===== config.mk =====
export PLATFORM = sky130hd
export DESIGN_NAME = modbus_rtu_read_holding_responder_flat
export DESIGN_NICKNAME = d
export VERILOG_FILES = /design/src/rtl/mbrh_pkg.sv /design/src/rtl/mbrh_in_if.sv /design/src/rtl/mbrh_out_if.sv /design/src/rtl/mbrh_ctrl.sv /design/src/rtl/mbrh_datapath.sv /design/src/rtl/modbus_rtu_read_holding_responder.sv /design/src/flat_wrapper.sv
export VERILOG_INCLUDE_DIRS = /design/src /design/src/rtl
export SDC_FILE = /design/constraint.sdc
export NUM_CORES = 1
export LEC_CHECK = 0
export BUFFER_PORTS_ARGS = -buffer_cell sky130_fd_sc_hd__buf_2
export CAP_MARGIN = 20
export CORE_MARGIN = 4
export CORE_UTILIZATION = 34
export CTS_CLUSTER_DIAMETER = 50
export DETAILED_ROUTE_END_ITERATION = 16
export GPL_ROUTABILITY_DRIVEN = 0
export PLACE_DENSITY_LB_ADDON = 0.1
export REMOVE_ABC_BUFFERS = 1
export SLEW_MARGIN = 20
export SYNTH_ARGS = -nofsm -noshare
export SYNTH_HDL_FRONTEND = slang
export SYNTH_HIERARCHICAL = 1
export SYNTH_SLANG_ARGS = --single-unit

===== constraint.sdc =====
create_clock -name clk -period 15.9 [get_ports clk]
set_input_delay 2.385 -clock clk [delete_from_list [all_inputs] [get_ports clk]]
set_output_delay 2.385 -clock clk [all_outputs]
set_load 0.1 [all_outputs]

===== src/rtl/assert_macros.svh =====
// Assertion macros shared by the responder RTL.
// Each macro expects signals named clk and rst_n in the scope where it is used.
`ifndef ASSERT_MACROS_SVH
`define ASSERT_MACROS_SVH

// Condition that must hold at every clock edge outside reset.
`define MBRH_ASSERT_ALWAYS(lbl, cond, msg) \
  lbl: assert property (@(posedge clk) disable iff (!rst_n) (cond)) else $error(msg);

// Same-cycle implication.
`define MBRH_ASSERT_IMP(lbl, ante, cons, msg) \
  lbl: assert property (@(posedge clk) disable iff (!rst_n) (ante) |-> (cons)) else $error(msg);

// Next-cycle implication.
`define MBRH_ASSERT_NEXT(lbl, ante, cons, msg) \
  lbl: assert property (@(posedge clk) disable iff (!rst_n) (ante) |=> (cons)) else $error(msg);

`endif


===== src/rtl/mbrh_pkg.sv =====
// Shared types and constants of the Modbus RTU read-holding responder.
// Used by the controller, the datapath and the top level; no dependencies.
package mbrh_pkg;

  localparam logic       KIND_BYTE = 1'b0;
  localparam logic       KIND_IDLE = 1'b1;

  localparam logic [7:0] FUNC_READ_HOLDING     = 8'h03;
  localparam logic [7:0] FUNC_EXCEPTION_FLAG   = 8'h80;
  localparam logic [7:0] EXC_ILLEGAL_FUNCTION  = 8'h01;
  localparam logic [7:0] EXC_ILLEGAL_ADDRESS   = 8'h02;

  localparam logic [15:0] CRC_INIT      = 16'hFFFF;
  localparam logic [15:0] CRC_POLY_REFL = 16'hA001;

  localparam logic [7:0]  DEVICE_ADDRESS_RESET = 8'd255;
  localparam logic [15:0] GROUP_ONE_BASE_RESET = 16'd1;
  localparam logic [15:0] GROUP_TWO_BASE_RESET = 16'd101;

  typedef enum logic [1:0] {
    ST_IDLE,
    ST_CHECK,
    ST_LOAD,
    ST_CRC
  } mbrh_state_t;

  typedef struct packed {
    logic [7:0]  device_address;
    logic [15:0] group_one_base;
    logic [15:0] group_two_base;
  } mbrh_cfg_t;

  typedef struct packed {
    logic       capture_byte;
    logic       clear_frame;
    logic       start_resp;
    logic       clear_pos;
    logic       incr_pos;
    logic       set_exc;
    logic [7:0] exc_code;
    logic       emit;
    logic       load_out;
    logic       crc_step;
  } mbrh_cmd_t;

  typedef struct packed {
    logic count_zero;
    logic fn_bad;
    logic qty_big;
    logic check_end;
    logic lookup_hit;
    logic is_crc_byte;
    logic is_last_byte;
    logic bit_last;
  } mbrh_status_t;

endpackage


===== src/rtl/mbrh_in_if.sv =====
// Input channel of the responder: received bytes and idle-line events.
// Stand-alone interface; no dependencies.
interface mbrh_in_if;
  logic       valid;
  logic       ready;
  logic       kind;
  logic [7:0] rx_byte;

  modport source (output valid, output kind, output rx_byte, input ready);
  modport sink   (input valid, input kind, input rx_byte, output ready);
endinterface


===== src/rtl/mbrh_out_if.sv =====
// Result channel of the responder: response bytes in send order.
// Stand-alone interface; no dependencies.
interface mbrh_out_if;
  logic       valid;
  logic       ready;
  logic [7:0] tx_byte;
  logic       last_byte;

  modport source (output valid, output tx_byte, output last_byte, input ready);
  modport sink   (input valid, input tx_byte, input last_byte, output ready);
endinterface


===== src/rtl/mbrh_ctrl.sv =====
// Controller of the responder: sequences frame capture, range check and byte output.
// Depends on mbrh_pkg; drives the datapath through mbrh_cmd_t.
module mbrh_ctrl
  import mbrh_pkg::*;
(
  input  logic         clk,
  input  logic         rst_n,
  input  logic         in_valid,
  input  logic         in_kind,
  output logic         in_ready,
  input  logic         out_ready,
  output logic         out_valid,
  input  mbrh_status_t status,
  output mbrh_cmd_t    cmd
);

  mbrh_state_t state_r, state_nxt;
  logic        out_valid_r, out_valid_nxt;
  logic        out_space;

  assign out_space = !out_valid_r || out_ready;
  assign out_valid = out_valid_r;

  always_ff @(posedge clk) begin
    if (!rst_n) begin
      state_r     <= ST_IDLE;
      out_valid_r <= 1'b0;
    end else begin
      state_r     <= state_nxt;
      out_valid_r <= out_valid_nxt;
    end
  end

  always_comb begin
    state_nxt = state_r;
    unique case (state_r)
      ST_IDLE: begin
        if (in_valid && in_kind == KIND_IDLE && !status.count_zero) state_nxt = ST_CHECK;
      end
      ST_CHECK: begin
        if (status.fn_bad || status.qty_big || status.check_end || !status.lookup_hit)
          state_nxt = ST_LOAD;
      end
      ST_LOAD: begin
        if (out_space) begin
          if (status.is_last_byte) state_nxt = ST_IDLE;
          else if (!status.is_crc_byte) state_nxt = ST_CRC;
        end
      end
      ST_CRC: begin
        if (status.bit_last) state_nxt = ST_LOAD;
      end
      default: state_nxt = ST_IDLE;
    endcase
  end

  always_comb begin
    cmd      = '0;
    in_ready = 1'b0;
    unique case (state_r)
      ST_IDLE: begin
        in_ready = 1'b1;
        if (in_valid) begin
          if (in_kind == KIND_BYTE) cmd.capture_byte = 1'b1;
          else if (status.count_zero) cmd.clear_frame = 1'b1;
          else cmd.start_resp = 1'b1;
        end
      end
      ST_CHECK: begin
        // one register of the requested range per cycle
        priority if (status.fn_bad) begin
          cmd.set_exc   = 1'b1;
          cmd.exc_code  = EXC_ILLEGAL_FUNCTION;
          cmd.clear_pos = 1'b1;
        end else if (status.qty_big) begin
          cmd.set_exc   = 1'b1;
          cmd.exc_code  = EXC_ILLEGAL_ADDRESS;
          cmd.clear_pos = 1'b1;
        end else if (status.check_end) begin
          cmd.clear_pos = 1'b1;
        end else if (!status.lookup_hit) begin
          cmd.set_exc   = 1'b1;
          cmd.exc_code  = EXC_ILLEGAL_ADDRESS;
          cmd.clear_pos = 1'b1;
        end else begin
          cmd.incr_pos  = 1'b1;
        end
      end
      ST_LOAD: begin
        cmd.emit = 1'b1;
        if (out_space) begin
          cmd.load_out = 1'b1;
          // frame done: drop request fields, go back to taking items
          if (status.is_last_byte) cmd.clear_frame = 1'b1;
          else cmd.incr_pos = 1'b1;
        end
      end
      ST_CRC: begin
        cmd.crc_step = 1'b1;
      end
      default: cmd = '0;
    endcase
  end

  always_comb begin
    out_valid_nxt = out_valid_r;
    if (cmd.load_out) out_valid_nxt = 1'b1;
    else if (out_ready) out_valid_nxt = 1'b0;
  end

endmodule


===== src/rtl/mbrh_datapath.sv =====
// Datapath of the responder: request fields, register lookup, frame byte mux,
// bit-serial CRC-16 and the output register. Depends on mbrh_pkg.
module mbrh_datapath
  import mbrh_pkg::*;
#(
  parameter int MAX_FRAME_BYTES = 64,
  parameter int REGS_PER_GROUP  = 5
) (
  input  logic         clk,
  input  logic         rst_n,
  input  mbrh_cfg_t    cfg,
  input  mbrh_cmd_t    cmd,
  input  logic [7:0]   rx_byte,
  output mbrh_status_t status,
  output logic [7:0]   tx_byte,
  output logic         last_byte
);

  localparam int RegCnt = 2 * REGS_PER_GROUP;
  localparam int PosW   = $clog2(2 * RegCnt + 6);
  localparam int CntW   = $clog2(MAX_FRAME_BYTES + 1);

  logic [CntW-1:0] byte_count_r;
  logic [7:0]      function_code_r;
  logic [15:0]     start_address_r;
  logic [15:0]     quantity_r;
  logic [PosW-1:0] pos_r;
  logic            exc_r;
  logic [7:0]      exc_code_r;
  logic [15:0]     crc_r;
  logic [2:0]      bit_cnt_r;
  logic [7:0]      tx_byte_r;
  logic            last_byte_r;

  logic [PosW-1:0] rel;
  logic [PosW-1:0] rsel;
  logic [15:0]     addr;
  logic [15:0]     off1;
  logic [15:0]     off2;
  logic            hit1;
  logic            hit2;
  logic [15:0]     reg_value;
  logic [PosW-1:0] body_len;
  logic [7:0]      frame_byte;
  logic [15:0]     crc_base;

  // register lookup: group one wins where both groups map an address
  assign rel  = pos_r - PosW'(3);
  assign rsel = cmd.emit ? (rel >> 1) : pos_r;
  assign addr = start_address_r + 16'(rsel);
  assign off1 = addr - cfg.group_one_base;
  assign off2 = addr - cfg.group_two_base;
  assign hit1 = off1 < 16'(REGS_PER_GROUP);
  assign hit2 = off2 < 16'(REGS_PER_GROUP);
  assign reg_value = hit1 ? (off1 + 16'd1) : (16'd0 - (off2 + 16'd1));

  assign body_len = exc_r ? PosW'(3) : (PosW'(3) + (PosW'(quantity_r) << 1));

  always_comb begin
    priority if (pos_r == PosW'(0)) begin
      frame_byte = cfg.device_address;
    end else if (pos_r == PosW'(1)) begin
      frame_byte = exc_r ? (function_code_r | FUNC_EXCEPTION_FLAG) : function_code_r;
    end else if (pos_r == PosW'(2)) begin
      frame_byte = exc_r ? exc_code_r : {quantity_r[6:0], 1'b0};
    end else if (pos_r < body_len) begin
      frame_byte = rel[0] ? reg_value[7:0] : reg_value[15:8];
    end else if (pos_r == body_len) begin
      frame_byte = crc_r[7:0];
    end else begin
      frame_byte = crc_r[15:8];
    end
  end

  assign crc_base = (pos_r == PosW'(0)) ? CRC_INIT : crc_r;

  assign status.count_zero   = byte_count_r == CntW'(0);
  assign status.fn_bad       = function_code_r != FUNC_READ_HOLDING;
  assign status.qty_big      = quantity_r > 16'(RegCnt);
  assign status.check_end    = 16'(pos_r) == quantity_r;
  assign status.lookup_hit   = hit1 || hit2;
  assign status.is_crc_byte  = pos_r >= body_len;
  assign status.is_last_byte = pos_r == (body_len + PosW'(1));
  assign status.bit_last     = bit_cnt_r == 3'd7;

  always_ff @(posedge clk) begin
    if (!rst_n) begin
      byte_count_r    <= '0;
      function_code_r <= '0;
      start_address_r <= '0;
      quantity_r      <= '0;
      pos_r           <= '0;
      exc_r           <= 1'b0;
    end else begin
      if (cmd.capture_byte) begin
        if (byte_count_r == CntW'(1)) function_code_r <= rx_byte;
        if (byte_count_r == CntW'(2)) start_address_r[15:8] <= rx_byte;
        if (byte_count_r == CntW'(3)) start_address_r[7:0] <= rx_byte;
        if (byte_count_r == CntW'(4)) quantity_r[15:8] <= rx_byte;
        if (byte_count_r == CntW'(5)) quantity_r[7:0] <= rx_byte;
        // saturate at the longest frame
        if (byte_count_r != CntW'(MAX_FRAME_BYTES)) byte_count_r <= byte_count_r + CntW'(1);
      end
      if (cmd.clear_frame) begin
        byte_count_r    <= '0;
        function_code_r <= '0;
        start_address_r <= '0;
        quantity_r      <= '0;
      end
      if (cmd.clear_pos || cmd.start_resp || cmd.clear_frame) pos_r <= '0;
      else if (cmd.incr_pos) pos_r <= pos_r + PosW'(1);
      if (cmd.start_resp || cmd.clear_frame) exc_r <= 1'b0;
      else if (cmd.set_exc) exc_r <= 1'b1;
    end
  end

  always_ff @(posedge clk) begin
    if (cmd.set_exc) exc_code_r <= cmd.exc_code;
    if (cmd.load_out) begin
      tx_byte_r   <= frame_byte;
      last_byte_r <= status.is_last_byte;
      bit_cnt_r   <= 3'd0;
      if (!status.is_crc_byte) crc_r <= crc_base ^ {8'h00, frame_byte};
    end else if (cmd.crc_step) begin
      bit_cnt_r <= bit_cnt_r + 3'd1;
      crc_r     <= crc_r[0] ? ((crc_r >> 1) ^ CRC_POLY_REFL) : (crc_r >> 1);
    end
  end

  assign tx_byte   = tx_byte_r;
  assign last_byte = last_byte_r;

endmodule


===== src/rtl/modbus_rtu_read_holding_responder.sv =====
// Top level of the Modbus RTU read-holding responder: APB registers, controller
// and datapath. Depends on mbrh_pkg, mbrh_in_if, mbrh_out_if, assert_macros.svh.
//
// An idle-line item with a non-empty frame starts the response: the range check
// walks the requested registers one per cycle, then every header and data byte is
// loaded into the output register and followed by the bit-serial CRC update, and
// the two CRC bytes are only loaded, each load waiting while the sink holds
// out_chan.ready low with a byte still pending. The input is not ready while a
// response is being built; it is ready again once the last CRC byte sits in the
// output register.
`include "assert_macros.svh"

module modbus_rtu_read_holding_responder
  import mbrh_pkg::*;
#(
  parameter int MAX_FRAME_BYTES = 64,
  parameter int REGS_PER_GROUP  = 5
) (
  input  logic        clk,
  input  logic        rst_n,
  mbrh_in_if.sink     in_chan,
  mbrh_out_if.source  out_chan,
  input  logic        psel,
  input  logic        penable,
  input  logic        pwrite,
  input  logic [3:0]  paddr,
  input  logic [31:0] pwdata,
  output logic [31:0] prdata,
  output logic        pready
);

  localparam logic [1:0] REG_DEVICE_ADDRESS = 2'd0;
  localparam logic [1:0] REG_GROUP_ONE_BASE = 2'd1;
  localparam logic [1:0] REG_GROUP_TWO_BASE = 2'd2;

  logic [7:0]   device_address_r;
  logic [15:0]  group_one_base_r;
  logic [15:0]  group_two_base_r;
  logic         cfg_write;
  mbrh_cfg_t    cfg;
  mbrh_cmd_t    cmd;
  mbrh_status_t status;

  assign pready    = 1'b1;
  assign cfg_write = psel && penable && pwrite;

  always_ff @(posedge clk) begin
    if (!rst_n) begin
      device_address_r <= DEVICE_ADDRESS_RESET;
      group_one_base_r <= GROUP_ONE_BASE_RESET;
      group_two_base_r <= GROUP_TWO_BASE_RESET;
    end else if (cfg_write) begin
      unique case (paddr[3:2])
        REG_DEVICE_ADDRESS: device_address_r <= pwdata[7:0];
        REG_GROUP_ONE_BASE: group_one_base_r <= pwdata[15:0];
        REG_GROUP_TWO_BASE: group_two_base_r <= pwdata[15:0];
        default: ;
      endcase
    end
  end

  always_comb begin
    unique case (paddr[3:2])
      REG_DEVICE_ADDRESS: prdata = {24'h0, device_address_r};
      REG_GROUP_ONE_BASE: prdata = {16'h0, group_one_base_r};
      REG_GROUP_TWO_BASE: prdata = {16'h0, group_two_base_r};
      default:            prdata = 32'h0;
    endcase
  end

  assign cfg.device_address = device_address_r;
  assign cfg.group_one_base = group_one_base_r;
  assign cfg.group_two_base = group_two_base_r;

  mbrh_ctrl u_ctrl (
    .clk       (clk),
    .rst_n     (rst_n),
    .in_valid  (in_chan.valid),
    .in_kind   (in_chan.kind),
    .in_ready  (in_chan.ready),
    .out_ready (out_chan.ready),
    .out_valid (out_chan.valid),
    .status    (status),
    .cmd       (cmd)
  );

  mbrh_datapath #(
    .MAX_FRAME_BYTES (MAX_FRAME_BYTES),
    .REGS_PER_GROUP  (REGS_PER_GROUP)
  ) u_datapath (
    .clk       (clk),
    .rst_n     (rst_n),
    .cfg       (cfg),
    .cmd       (cmd),
    .rx_byte   (in_chan.rx_byte),
    .status    (status),
    .tx_byte   (out_chan.tx_byte),
    .last_byte (out_chan.last_byte)
  );

  `MBRH_ASSERT_IMP(a_no_overwrite, cmd.load_out, !out_chan.valid || out_chan.ready, "pending item overwritten")
  `MBRH_ASSERT_IMP(a_capture_on_accept, cmd.capture_byte, in_chan.valid && in_chan.ready, "byte captured without accept")
  `MBRH_ASSERT_NEXT(a_ready_after_last, cmd.load_out && status.is_last_byte, in_chan.ready, "input not reopened after last byte")
  `MBRH_ASSERT_ALWAYS(a_busy_blocks_input, !(cmd.crc_step && in_chan.ready), "input ready during CRC update")

endmodule

===== src/flat_wrapper.sv =====
// flat-port wrapper written by rule: the top's interface ports become plain ports
module modbus_rtu_read_holding_responder_flat import mbrh_pkg::*;
#(
  parameter int MAX_FRAME_BYTES = 64,
  parameter int REGS_PER_GROUP  = 5
)
  (clk, rst_n, psel, penable, pwrite, paddr, pwdata, prdata, pready, in_chan_valid, in_chan_kind, in_chan_rx_byte, in_chan_ready, out_chan_valid, out_chan_tx_byte, out_chan_last_byte, out_chan_ready);
  mbrh_in_if in_chan_i ();
  mbrh_out_if out_chan_i ();
  input  logic clk;
  input  logic rst_n;
  input  logic psel;
  input  logic penable;
  input  logic pwrite;
  input  logic [3:0] paddr;
  input  logic [31:0] pwdata;
  output logic [31:0] prdata;
  output logic pready;
  input wire logic [$bits(in_chan_i.valid)-1:0] in_chan_valid;
  input wire logic [$bits(in_chan_i.kind)-1:0] in_chan_kind;
  input wire logic [$bits(in_chan_i.rx_byte)-1:0] in_chan_rx_byte;
  output wire logic [$bits(in_chan_i.ready)-1:0] in_chan_ready;
  output wire logic [$bits(out_chan_i.valid)-1:0] out_chan_valid;
  output wire logic [$bits(out_chan_i.tx_byte)-1:0] out_chan_tx_byte;
  output wire logic [$bits(out_chan_i.last_byte)-1:0] out_chan_last_byte;
  input wire logic [$bits(out_chan_i.ready)-1:0] out_chan_ready;
  assign in_chan_i.valid = in_chan_valid;
  assign in_chan_i.kind = in_chan_kind;
  assign in_chan_i.rx_byte = in_chan_rx_byte;
  assign in_chan_ready = in_chan_i.ready;
  assign out_chan_valid = out_chan_i.valid;
  assign out_chan_tx_byte = out_chan_i.tx_byte;
  assign out_chan_last_byte = out_chan_i.last_byte;
  assign out_chan_i.ready = out_chan_ready;
  modbus_rtu_read_holding_responder #(.MAX_FRAME_BYTES(MAX_FRAME_BYTES), .REGS_PER_GROUP(REGS_PER_GROUP)) u_core (.clk(clk), .rst_n(rst_n), .in_chan(in_chan_i), .out_chan(out_chan_i), .psel(psel), .penable(penable), .pwrite(pwrite), .paddr(paddr), .pwdata(pwdata), .prdata(prdata), .pready(pready));
endmodule

==> results_dict.tcl, run 1 <==
set metrics [dict create \
    status "finished clean" \
    cpMaxStageDelayCell "or4_1" \
    synthCells 1104 \
    synthAdderAreaFrac_pct 8.66 \
    finalSetupTns_ns 0 \
    initial_utilization_pct 34.4 \
    power.density_nw_per_um2 85.1 \
    die-area_um2 29800 \
    post_cts_resized 0 \
    timing.rr.end "u_core/u_datapath/pos_r[4]$_SDFFE_PP0P_" \
    peakVddDrop_v 0.0000576 \
    drt_first_pass_iters 5 \
    p_total_w 0.000869 \
    n_fill_cell 2805 \
    worst_slew_pin_slew_ns 0.768 \
    relSlewSlack_pct 48.1 \
    clkTransAtPathRegs_ns 0.07 \
    antenna_cells 0 \
    grt_max_degree 61 \
    nNetsFinal 1252 \
    synthesis.area_um2 9220 \
    grt_pass1_wl_mm 40.8 \
    dieWidth_um 173 \
    synth_top_area_share_pct 21.5 \
    hold_viol_final 0 \
    swShare_pct 30.0 \
    grt_pass1_vias 7473 \
    rsz0062_at_grt "false" \
    period_needed_ns 7.36 \
    reg2reg_from "u_core/u_datapath/pos_r[0]$_SDFFE_PP0P_" \
    synthMuxAreaShare_pct 9.12 \
    reg2reg_setup_slack_ns 8.54 \
    insertion_delay_ns 0.42 \
    rows 60 \
    track_usage_pct 16.8 \
    startpoint "u_core/u_datapath/pos_r[0]$_SDFFE_PP0P_" \
    synthSimpleGateAreaFrac_pct 22.1 \
    ff2ff_path_depth 30 \
    antenna_found_initial 0 \
    syn_to_final_growth_pct 10.6 \
    cp.required_ns 16.27 \
    cts_tree "done" \
    cts_inserted_buffers 17 \
    core_area_um2 26800 \
    drc_errors 0 \
    cellLeakagePower_nw 4.23 \
    yosys-top-cells-area "dfxtp_1 21%, edfxtp_1 11%, mux2i_1 8.1%" \
    p_clk_share_pct 45.1 \
    clock_path_buffers 2 \
    cp_data_arrival_time_ns 7.73 \
    drtIter0Drc 514 \
    cp_max_fo 22 \
    cts_hold_buf 0 \
    cp-end-kind "register" \
    fin_area_um2 10200 \
    dpl_cell_area_um2 9630 \
    ant_nets 0 \
    synth-edff-count 33 \
    final_cell_mix "135 x nand2_1, 99 x dfxtp_1, 92 x nor2_1" \
    synth_warnings 6 \
    hp-class "reg2reg" \
    critPathCapture "u_core/u_datapath/pos_r[4]$_SDFFE_PP0P_" \
    avgSynthCellArea_um2 8.35 \
    critPathKind "reg2reg" \
    yosysUniqueCellTypes 82 \
    die_h_um 173 \
    synth_top_cell_by_area "dfxtp_1" \
    ioPinCount 96 \
    port_buffers 60 \
    cts-root-buf "clkbuf_16" \
    setup_viol_count_final 0 \
    finClkSkew_ns 0.00834 \
    share_comb_of_total_power_pct 13.3 \
    final_common_cell "nand2_1" \
    fmax_ghz 0.136 \
    ys_seq_area_share_pct 32.2 \
    overflow 0 \
    cpPeakStageDelay_ns 0.54 \
    ys_ff_latch 132 \
    start_kind "register" \
    clock_sinks 132 \
    layout-drive-gt1-share_pct 10.9 \
    seq_area_um2 2970 \
    multi_input_area_um2 5640 \
    wl_per_cell_um 17.0 \
    drt-total-wl_mm 25.3 \
    synth_xor_area_share_pct 6.27 \
    synth-main-ff-cell "dfxtp_1" \
    synth_compound_area_share_pct 13.9 \
    dr_total_vias 7621 \
    drv_cap 0 \
    final_max_slew_viol_count 0 \
    async_reset_ff_share_pct 0 \
    sequentialPowerShare_pct 41.6 \
    fin_crit_sh_pct 46.3 \
    htree_num_levels 4 \
    p_int_w 0.000608 \
    postCtsSetupBuffers 0 \
    synth_top_family_by_area "simple AND/OR/NAND/NOR gates" \
    dpl.hpwl_mm 19.0 \
    vias_per_cell 5.11 \
    p_sw_w 0.000261 \
]
==> cells by family (layout without fill, tap and decap cells) <==
logic type               Yosys count  after routing
multiplexers                      83             83
AO/OA/AOI/OAI                    209            209
adder cells (fa/ha/maj)           62             62
buffers and inverters            136            163
XOR/XNOR                          66             66
AND/OR/NAND/NOR                  413            413
flip-flops                       132            132
other                              3             23
==> cell type report <==
cell class                 count  area share, %
multi-input combinational    856           55.3
sequential                   132           29.1
inverter                      63           2.32
clock inverter                12           1.18
tap                          341           4.18
clock buffer                  20           4.38
timing repair buffer          68           3.53
==> critical path, delay by kind of cell (launching register included) <==
family	cells	cell delay [ns]
compound gates	10	1.86
xor+xnor	2	0.39
simple gates	12	2.69
buf+inv	2	0.57
fa+ha+maj	4	1.44
flops	1	0.31
==> metrics by stage <==
step           utilization (%)  setup WS, ns  std cells  hold WS, ns
2_1_floorplan                -          8.92       1051        0.436
3_3_place_gp              35.9          8.67       1460        0.453
3_5_place_dp              35.9          8.64       1460        0.463
4_1_cts                   38.1          8.57       1492        0.472
5_1_grt                   38.1          7.70       1492        0.504
6_report                  38.1          8.54       1492        0.468
==> metal layers <==
layer	global-route usage [%]	share of wire, %
met1	23.0	48
met2	28.1	47
met3	2.86	3.7
met4	3.19	0.62
met5	0	0
==> cell usage after synthesis (all sizes together), types with 9 or more instances <==
cell type  number
nor2           92
mux2i          75
a21oi          72
inv            62
nand3          52
nand4          11
o21ai          57
ha             59
nor3b          10
a31oi          13
clkbuf         31
nor3           20
nand2         135
edfxtp         33
xnor2          38
a22o            9
nor2b          31
buf            41
xor2           28
dfxtp          99
==> power by group through the flow <==
stage                     combinational (W)  sequential [W]  clock (W)
after floorplan                   0.0000853        0.000367          0
after global placement             0.000116        0.000369          0
after detailed placement           0.000116        0.000369          0
after CTS                          0.000116        0.000362   0.000405
after global routing               0.000126        0.000363   0.000417
final                              0.000115        0.000362   0.000392
==> how the worst min path moves through the flow <==
stage	from	to	slack [ns]	cells past startpoint
after floorplan	u_core/u_datapath/function_code_r[1]$_SDFFE_PP0P_	u_core/u_datapath/function_code_r[1]$_SDFFE_PP0P_	0.44	2
after global routing	u_core/u_datapath/function_code_r[1]$_SDFFE_PP0P_	u_core/u_datapath/function_code_r[1]$_SDFFE_PP0P_	0.50	2
after global placement	u_core/u_datapath/start_address_r[3]$_SDFFE_PP0P_	u_core/u_datapath/start_address_r[3]$_SDFFE_PP0P_	0.45	2
final	u_core/u_datapath/start_address_r[3]$_SDFFE_PP0P_	u_core/u_datapath/start_address_r[3]$_SDFFE_PP0P_	0.47	2
after detailed placement	u_core/u_datapath/start_address_r[3]$_SDFFE_PP0P_	u_core/u_datapath/start_address_r[3]$_SDFFE_PP0P_	0.46	2
after CTS	u_core/u_datapath/function_code_r[1]$_SDFFE_PP0P_	u_core/u_datapath/function_code_r[1]$_SDFFE_PP0P_	0.47	2
==> sequential cells by signal, indices dropped and copies added, names as in the netlist <==
signal / flops
u_core/u_datapath/exc_code_r: 8
u_core/u_ctrl/state_r: 2
u_core/u_datapath/crc_r: 16
u_core/u_datapath/bit_cnt_r: 3
u_core/device_address_r: 8
u_core/u_datapath/function_code_r: 8
u_core/u_datapath/exc_r: 1
u_core/u_datapath/last_byte: 1
u_core/u_datapath/quantity_r: 16
u_core/group_one_base_r: 16
u_core/u_datapath/byte_count_r: 7
u_core/u_ctrl/out_valid: 1
u_core/u_datapath/start_address_r: 16
u_core/u_datapath/tx_byte: 8
u_core/u_datapath/pos_r: 5
u_core/group_two_base_r: 16
Note: power is estimated with default switching activity, not from simulation.
==> run 2, diff against run 1 <==
clock period = 7.3 ns   (was 15.9 ns; I/O delays follow)
==> results_dict.tcl, run 2 (synthesis results as in run 1) <==
set metrics [dict create \
    status "finished clean" \
    start_kind "register" \
    finClkSkew_ns 0.0154 \
    critPathKind "reg2reg" \
    fmax_ghz 0.155 \
    min_from "u_core/u_datapath/start_address_r[3]$_SDFFE_PP0P_" \
    cts_tree "done" \
    cts_inserted_buffers 17 \
    fin_area_um2 10200 \
    grt_pass1_vias 7355 \
    dpl.hpwl_mm 19.0 \
    rsz0062_at_grt "false" \
    setup_viol_count_final 0 \
    track_usage_pct 16.7 \
    postCtsSetupBuffers 0 \
    grt_pass1_wl_mm 40.2 \
    port_buffers 60 \
    rows 60 \
    antenna_cells 0 \
    clock_sinks 132 \
    cpMaxStageDelayCell "or4_1" \
    period_needed_ns 6.47 \
    cpPeakStageDelay_ns 0.53 \
    power.density_nw_per_um2 183 \
    cp.required_ns 7.67 \
    drv_cap 0 \
    drt_first_pass_iters 5 \
    crit_top_cell "o21ai_0" \
    reg2reg_from "u_core/u_datapath/pos_r[0]$_SDFFE_PP0P_" \
    relSlewSlack_pct 42.1 \
    hp-class "reg2reg" \
    vias_per_cell 5.11 \
    overflow 0 \
    n_fill_cell 2795 \
    clkTransAtPathRegs_ns 0.06 \
    dpl_cell_area_um2 9660 \
    syn_to_final_growth_pct 11.0 \
    final_common_cell "nand2_1" \
    nNetsFinal 1256 \
    ioPinCount 96 \
    cp_data_arrival_time_ns 6.84 \
    drt-total-wl_mm 25.2 \
    wl_per_cell_um 16.8 \
    die-area_um2 29800 \
    ant_nets 0 \
    setup_ws_ns 0.834 \
    fin_crit_sh_pct 88.6 \
    insertion_delay_ns 0.43 \
    reg2reg_setup_slack_ns 0.83 \
    timing.rr.end "u_core/u_datapath/pos_r[4]$_SDFFE_PP0P_" \
    antenna_found_initial 0 \
    hold_viol_final 0 \
    die_h_um 173 \
    peakVddDrop_v 0.000131 \
    dr_total_vias 7638 \
    hold_depth 2 \
    hold_end "u_core/u_datapath/start_address_r[3]$_SDFFE_PP0P_" \
    grt_max_degree 51 \
    layout.cells.non_filler 1496 \
    dp.cells 1464 \
    finalSetupTns_ns 0 \
    cp-end-kind "register" \
    layout-drive-gt1-share_pct 11.6 \
    initial_utilization_pct 34.4 \
    final_max_slew_viol_count 0 \
    postLayoutCoreUtil_pct 38.2 \
    worst_slew_pin_slew_ns 0.869 \
    core_area_um2 26800 \
    clock_path_buffers 2 \
    final_cell_mix "135 x nand2_1, 98 x dfxtp_1, 92 x nor2_1" \
    drtIter0Drc 487 \
    dp_slack_ns 0.408 \
    drc_errors 0 \
    cp_max_fo 9 \
    dieWidth_um 173 \
    cts-root-buf "clkbuf_16" \
    cellLeakagePower_nw 4.26 \
    htree_num_levels 4 \
    ff2ff_path_depth 28 \
]
-- run 2: worst max-delay path: cells and delay by family, from the launching register on --
family          cells  cell delay, ns
flops               1            0.37
fa+ha+maj           3            1.16
compound gates     11            2.06
xor+xnor            2            0.36
simple gates       12            2.47
-- run 2: stage by stage --
step,hold slack [ns],total power (W)
6_report,0.461,0.00188
3_5_place_dp,0.454,0.00106
2_1_floorplan,0.436,0.000986
5_1_grt,0.493,0.00196
4_1_cts,0.465,0.00191
3_3_place_gp,0.452,0.00106
-- run 2: final cells by class --
class                           count  area, um2  share of cell area (%)
Multi-Input combinational cell    856       5650                    55.2
Inverter                           63        236                    2.31
Clock buffer                       20        468                    4.57
Clock inverter                     12       96.3                   0.941
Timing Repair Buffer               72        390                    3.81
Tap cell                          341        427                    4.17
Sequential cell                   132       2970                    29.0
-- run 2: how the worst max path moves through the flow --
stage                                                        from                                      end  slack [ns]  cells after the start
after floorplan           u_core/u_datapath/pos_r[0]$_SDFFE_PP0P_  u_core/u_datapath/pos_r[3]$_SDFFE_PP0P_        1.08                     29
after global placement    u_core/u_datapath/pos_r[0]$_SDFFE_PP0P_  u_core/u_datapath/pos_r[3]$_SDFFE_PP0P_        0.43                     29
after detailed placement  u_core/u_datapath/pos_r[0]$_SDFFE_PP0P_  u_core/u_datapath/pos_r[3]$_SDFFE_PP0P_        0.41                     29
after CTS                 u_core/u_datapath/pos_r[0]$_SDFFE_PP0P_  u_core/u_datapath/pos_r[3]$_SDFFE_PP0P_        0.39                     29
after global routing      u_core/u_datapath/pos_r[0]$_SDFFE_PP0P_  u_core/u_datapath/pos_r[3]$_SDFFE_PP0P_         0.1                     28
final                     u_core/u_datapath/pos_r[0]$_SDFFE_PP0P_  u_core/u_datapath/pos_r[4]$_SDFFE_PP0P_        0.83                     28
-- run 2: what timing repair did --
item | 4_1_cts | 5_1_grt
resized for setup | 0 | 3
endpoints found under the setup margin | 0 | 5
hold buffers | 0 | 0
-- run 2: routing by layer --
metal  track usage, %  share of wire (%)
met1             23.0                 48
met2             27.6                 47
met3             3.08                3.8
met4             3.49               0.87
met5                0                  0
-- run 2: power by group --
group / internal, W / total, W / switching [W]
sequential: 0.000772 / 0.000787 / 0.0000154
clock: 0.000470 / 0.000838 / 0.000369
combinational: 0.0000689 / 0.000253 / 0.000184
total: 0.00131 / 0.00188 / 0.000568
==> run 3, diff against run 2 <==
ABC_AREA = 1   (was not set)
==> results_dict.tcl, run 3 <==
set metrics [dict create \
    cp-end-kind "register" \
    clock_sinks 132 \
    post_cts_resized 0 \
    clkTransAtPathRegs_ns 0.06 \
    synth_top_cell_by_area "dfxtp_1" \
    async_reset_ff_share_pct 0 \
    die_h_um 175 \
    grt_pass1_wl_mm 43.5 \
    insertion_delay_ns 0.43 \
    swShare_pct 42.0 \
    core_area_um2 27200 \
    cts_inserted_buffers 17 \
    drv_cap 0 \
    grt_max_degree 47 \
    wl_per_cell_um 14.4 \
    dpl.hpwl_mm 20.4 \
    syn_to_final_growth_pct 12.6 \
    layout.cells.non_filler 1868 \
    vias_per_cell 4.72 \
    yosysMostFrequentCell "nand2_1" \
    antenna_found_initial 0 \
    postCtsSetupBuffers 0 \
    ant_nets 0 \
    critPathKind "reg2reg" \
    drc_errors 0 \
    port_buffers 60 \
    antenna_cells 0 \
    grtUsageMet3_pct 2.47 \
    grt_util_met1_pct 26.0 \
    drt_first_pass_iters 5 \
    synthAdderAreaFrac_pct 8.45 \
    initial_utilization_pct 34.8 \
    final_max_slew_viol_count 0 \
    die-area_um2 30500 \
    clock_path_buffers 2 \
    cellLeakagePower_nw 5.20 \
    cpMaxStageDelayCell "nor4_1" \
    ys_seq_area_share_pct 31.5 \
    ff2ff_path_depth 33 \
    power.density_nw_per_um2 282 \
    ioPinCount 96 \
    setup_ws_ns 1.25 \
    cpPeakStageDelay_ns 0.41 \
    n_fill_cell 3001 \
    p_sw_w 0.00126 \
    synthCells 1434 \
    cts_tree "done" \
    synth_top_family_by_area "simple AND/OR/NAND/NOR gates" \
    yosysUniqueCellTypes 47 \
    track_usage_pct 17.6 \
    finClkSkew_ns 0.0171 \
    worst_slew_pin_slew_ns 1.02 \
    hold_depth 2 \
    synth_warnings 6 \
    dp_slack_ns 1.27 \
    hp-class "reg2reg" \
    avgSynthCellArea_um2 6.59 \
    rows 60 \
    start_kind "register" \
    reg2reg_setup_slack_ns 1.25 \
    fin_crit_sh_pct 82.8 \
    final_cell_mix "372 x nand2_1, 190 x inv_1, 183 x nor2_1" \
    synth_compound_area_share_pct 10.4 \
    nNetsFinal 1597 \
    final_common_cell "nand2_1" \
    p_clk_share_pct 30.5 \
    cts_hold_buf 0 \
    synth_xor_area_share_pct 3.71 \
    period_needed_ns 6.05 \
    fmax_ghz 0.165 \
    peakVddDrop_v 0.000119 \
    cp_max_fo 10 \
    cp.required_ns 7.62 \
    htree_num_levels 4 \
    share_comb_of_total_power_pct 39.3 \
    relSlewSlack_pct 31.8 \
    dp.cells 1836 \
    yosys-top-cells-area "dfxtp_1 21%, nand2_1 15%, edfxtp_1 10%" \
    grt.busiest_layer "met2" \
    drt-total-wl_mm 26.8 \
    grtUsageMet2_pct 27.0 \
    setup_viol_count_final 0 \
    sequentialPowerShare_pct 30.1 \
    synth-main-ff-cell "dfxtp_1" \
    rsz0062_at_grt "false" \
    overflow 0 \
    dr_total_vias 8815 \
    finalSetupTns_ns 0 \
    ys_ff_latch 132 \
    hold_viol_final 0 \
    grt_pass1_vias 8228 \
    status "finished clean" \
    layout-drive-gt1-share_pct 9.36 \
    multi_input_area_um2 5470 \
    dieWidth_um 175 \
    cp_data_arrival_time_ns 6.36 \
    synthesis.area_um2 9450 \
    drtIter0Drc 675 \
    p_int_w 0.00174 \
    synth-edff-count 33 \
    cts-root-buf "clkbuf_16" \
    synthSimpleGateAreaFrac_pct 34.3 \
    synth_top_area_share_pct 21.0 \
    synthMuxAreaShare_pct 0 \
    yosys-top-cells-count "372 x nand2_1, 190 x inv_1, 187 x nor2_1" \
    seq_area_um2 2970 \
]
[run 3: kinds of logic (layout without fill, tap and decap cells)]
| family | count (synthesis) | after routing |
|---|---|---|
| fa+ha+maj | 62 | 62 |
| other cells | 3 | 23 |
| compound gates | 182 | 182 |
| flops | 132 | 132 |
| simple gates | 758 | 758 |
| buf+inv | 257 | 299 |
| xor+xnor | 40 | 40 |
[run 3: worst max-delay path: cells and delay by family, from the launching register on]
| family | cells | cell delay, ns |
|---|---|---|
| buffers and inverters | 6 | 0.64 |
| AND/OR/NAND/NOR | 14 | 2.00 |
| AO/OA/AOI/OAI | 9 | 1.83 |
| adder cells (fa/ha/maj) | 3 | 1.00 |
| flip-flops | 1 | 0.34 |
| XOR/XNOR | 1 | 0.14 |
[run 3: layout make-up]
class,count,share of cell area (%)
flip-flops and latches,132,28.0
repair buffers,70,3.53
clock buffers,19,4.26
inverters,197,6.95
clock inverters,13,1.51
multi-input cells,1065,51.4
well taps,372,4.38
[run 3: worst paths after layout]
path	startpoint	end
worst max register to register	u_core/u_ctrl/state_r[0]$_SDFFE_PN0P_	u_core/u_datapath/pos_r[3]$_SDFFE_PP0P_
worst max-delay path	u_core/u_ctrl/state_r[0]$_SDFFE_PN0P_	u_core/u_datapath/pos_r[3]$_SDFFE_PP0P_
worst min register to register	u_core/device_address_r[1]$_SDFFE_PN1P_	u_core/device_address_r[1]$_SDFFE_PN1P_
worst min-delay path	u_core/device_address_r[1]$_SDFFE_PN1P_	u_core/device_address_r[1]$_SDFFE_PN1P_
[run 3: power groups by stage]
stage          Combinational (W)  Clock, W  Sequential, W
2_1_floorplan           0.000852         0       0.000951
3_3_place_gp             0.00117         0       0.000918
3_5_place_dp             0.00118         0       0.000918
4_1_cts                  0.00118  0.000939       0.000903
5_1_grt                  0.00134  0.000963       0.000911
6_report                 0.00118  0.000915       0.000902
[run 3: routing by layer]
metal  share of wire [%]  routed length [um]
met1                  53               14100
met2                  42               11400
met3                 3.7                 997
met4                 1.4                 366
met5                   0                   0
[run 3: metrics by stage]
step                      hold WS, ns  util (%)  total power [W]  instance area [um2]
after floorplan                 0.443         -          0.00180                 9170
after detailed placement        0.468      36.9          0.00210                10000
final                           0.481      39.1          0.00300                10600
after global routing            0.506      39.1          0.00321                10600
after global placement          0.468      36.9          0.00209                10000
after CTS                       0.483      39.1          0.00302                10600
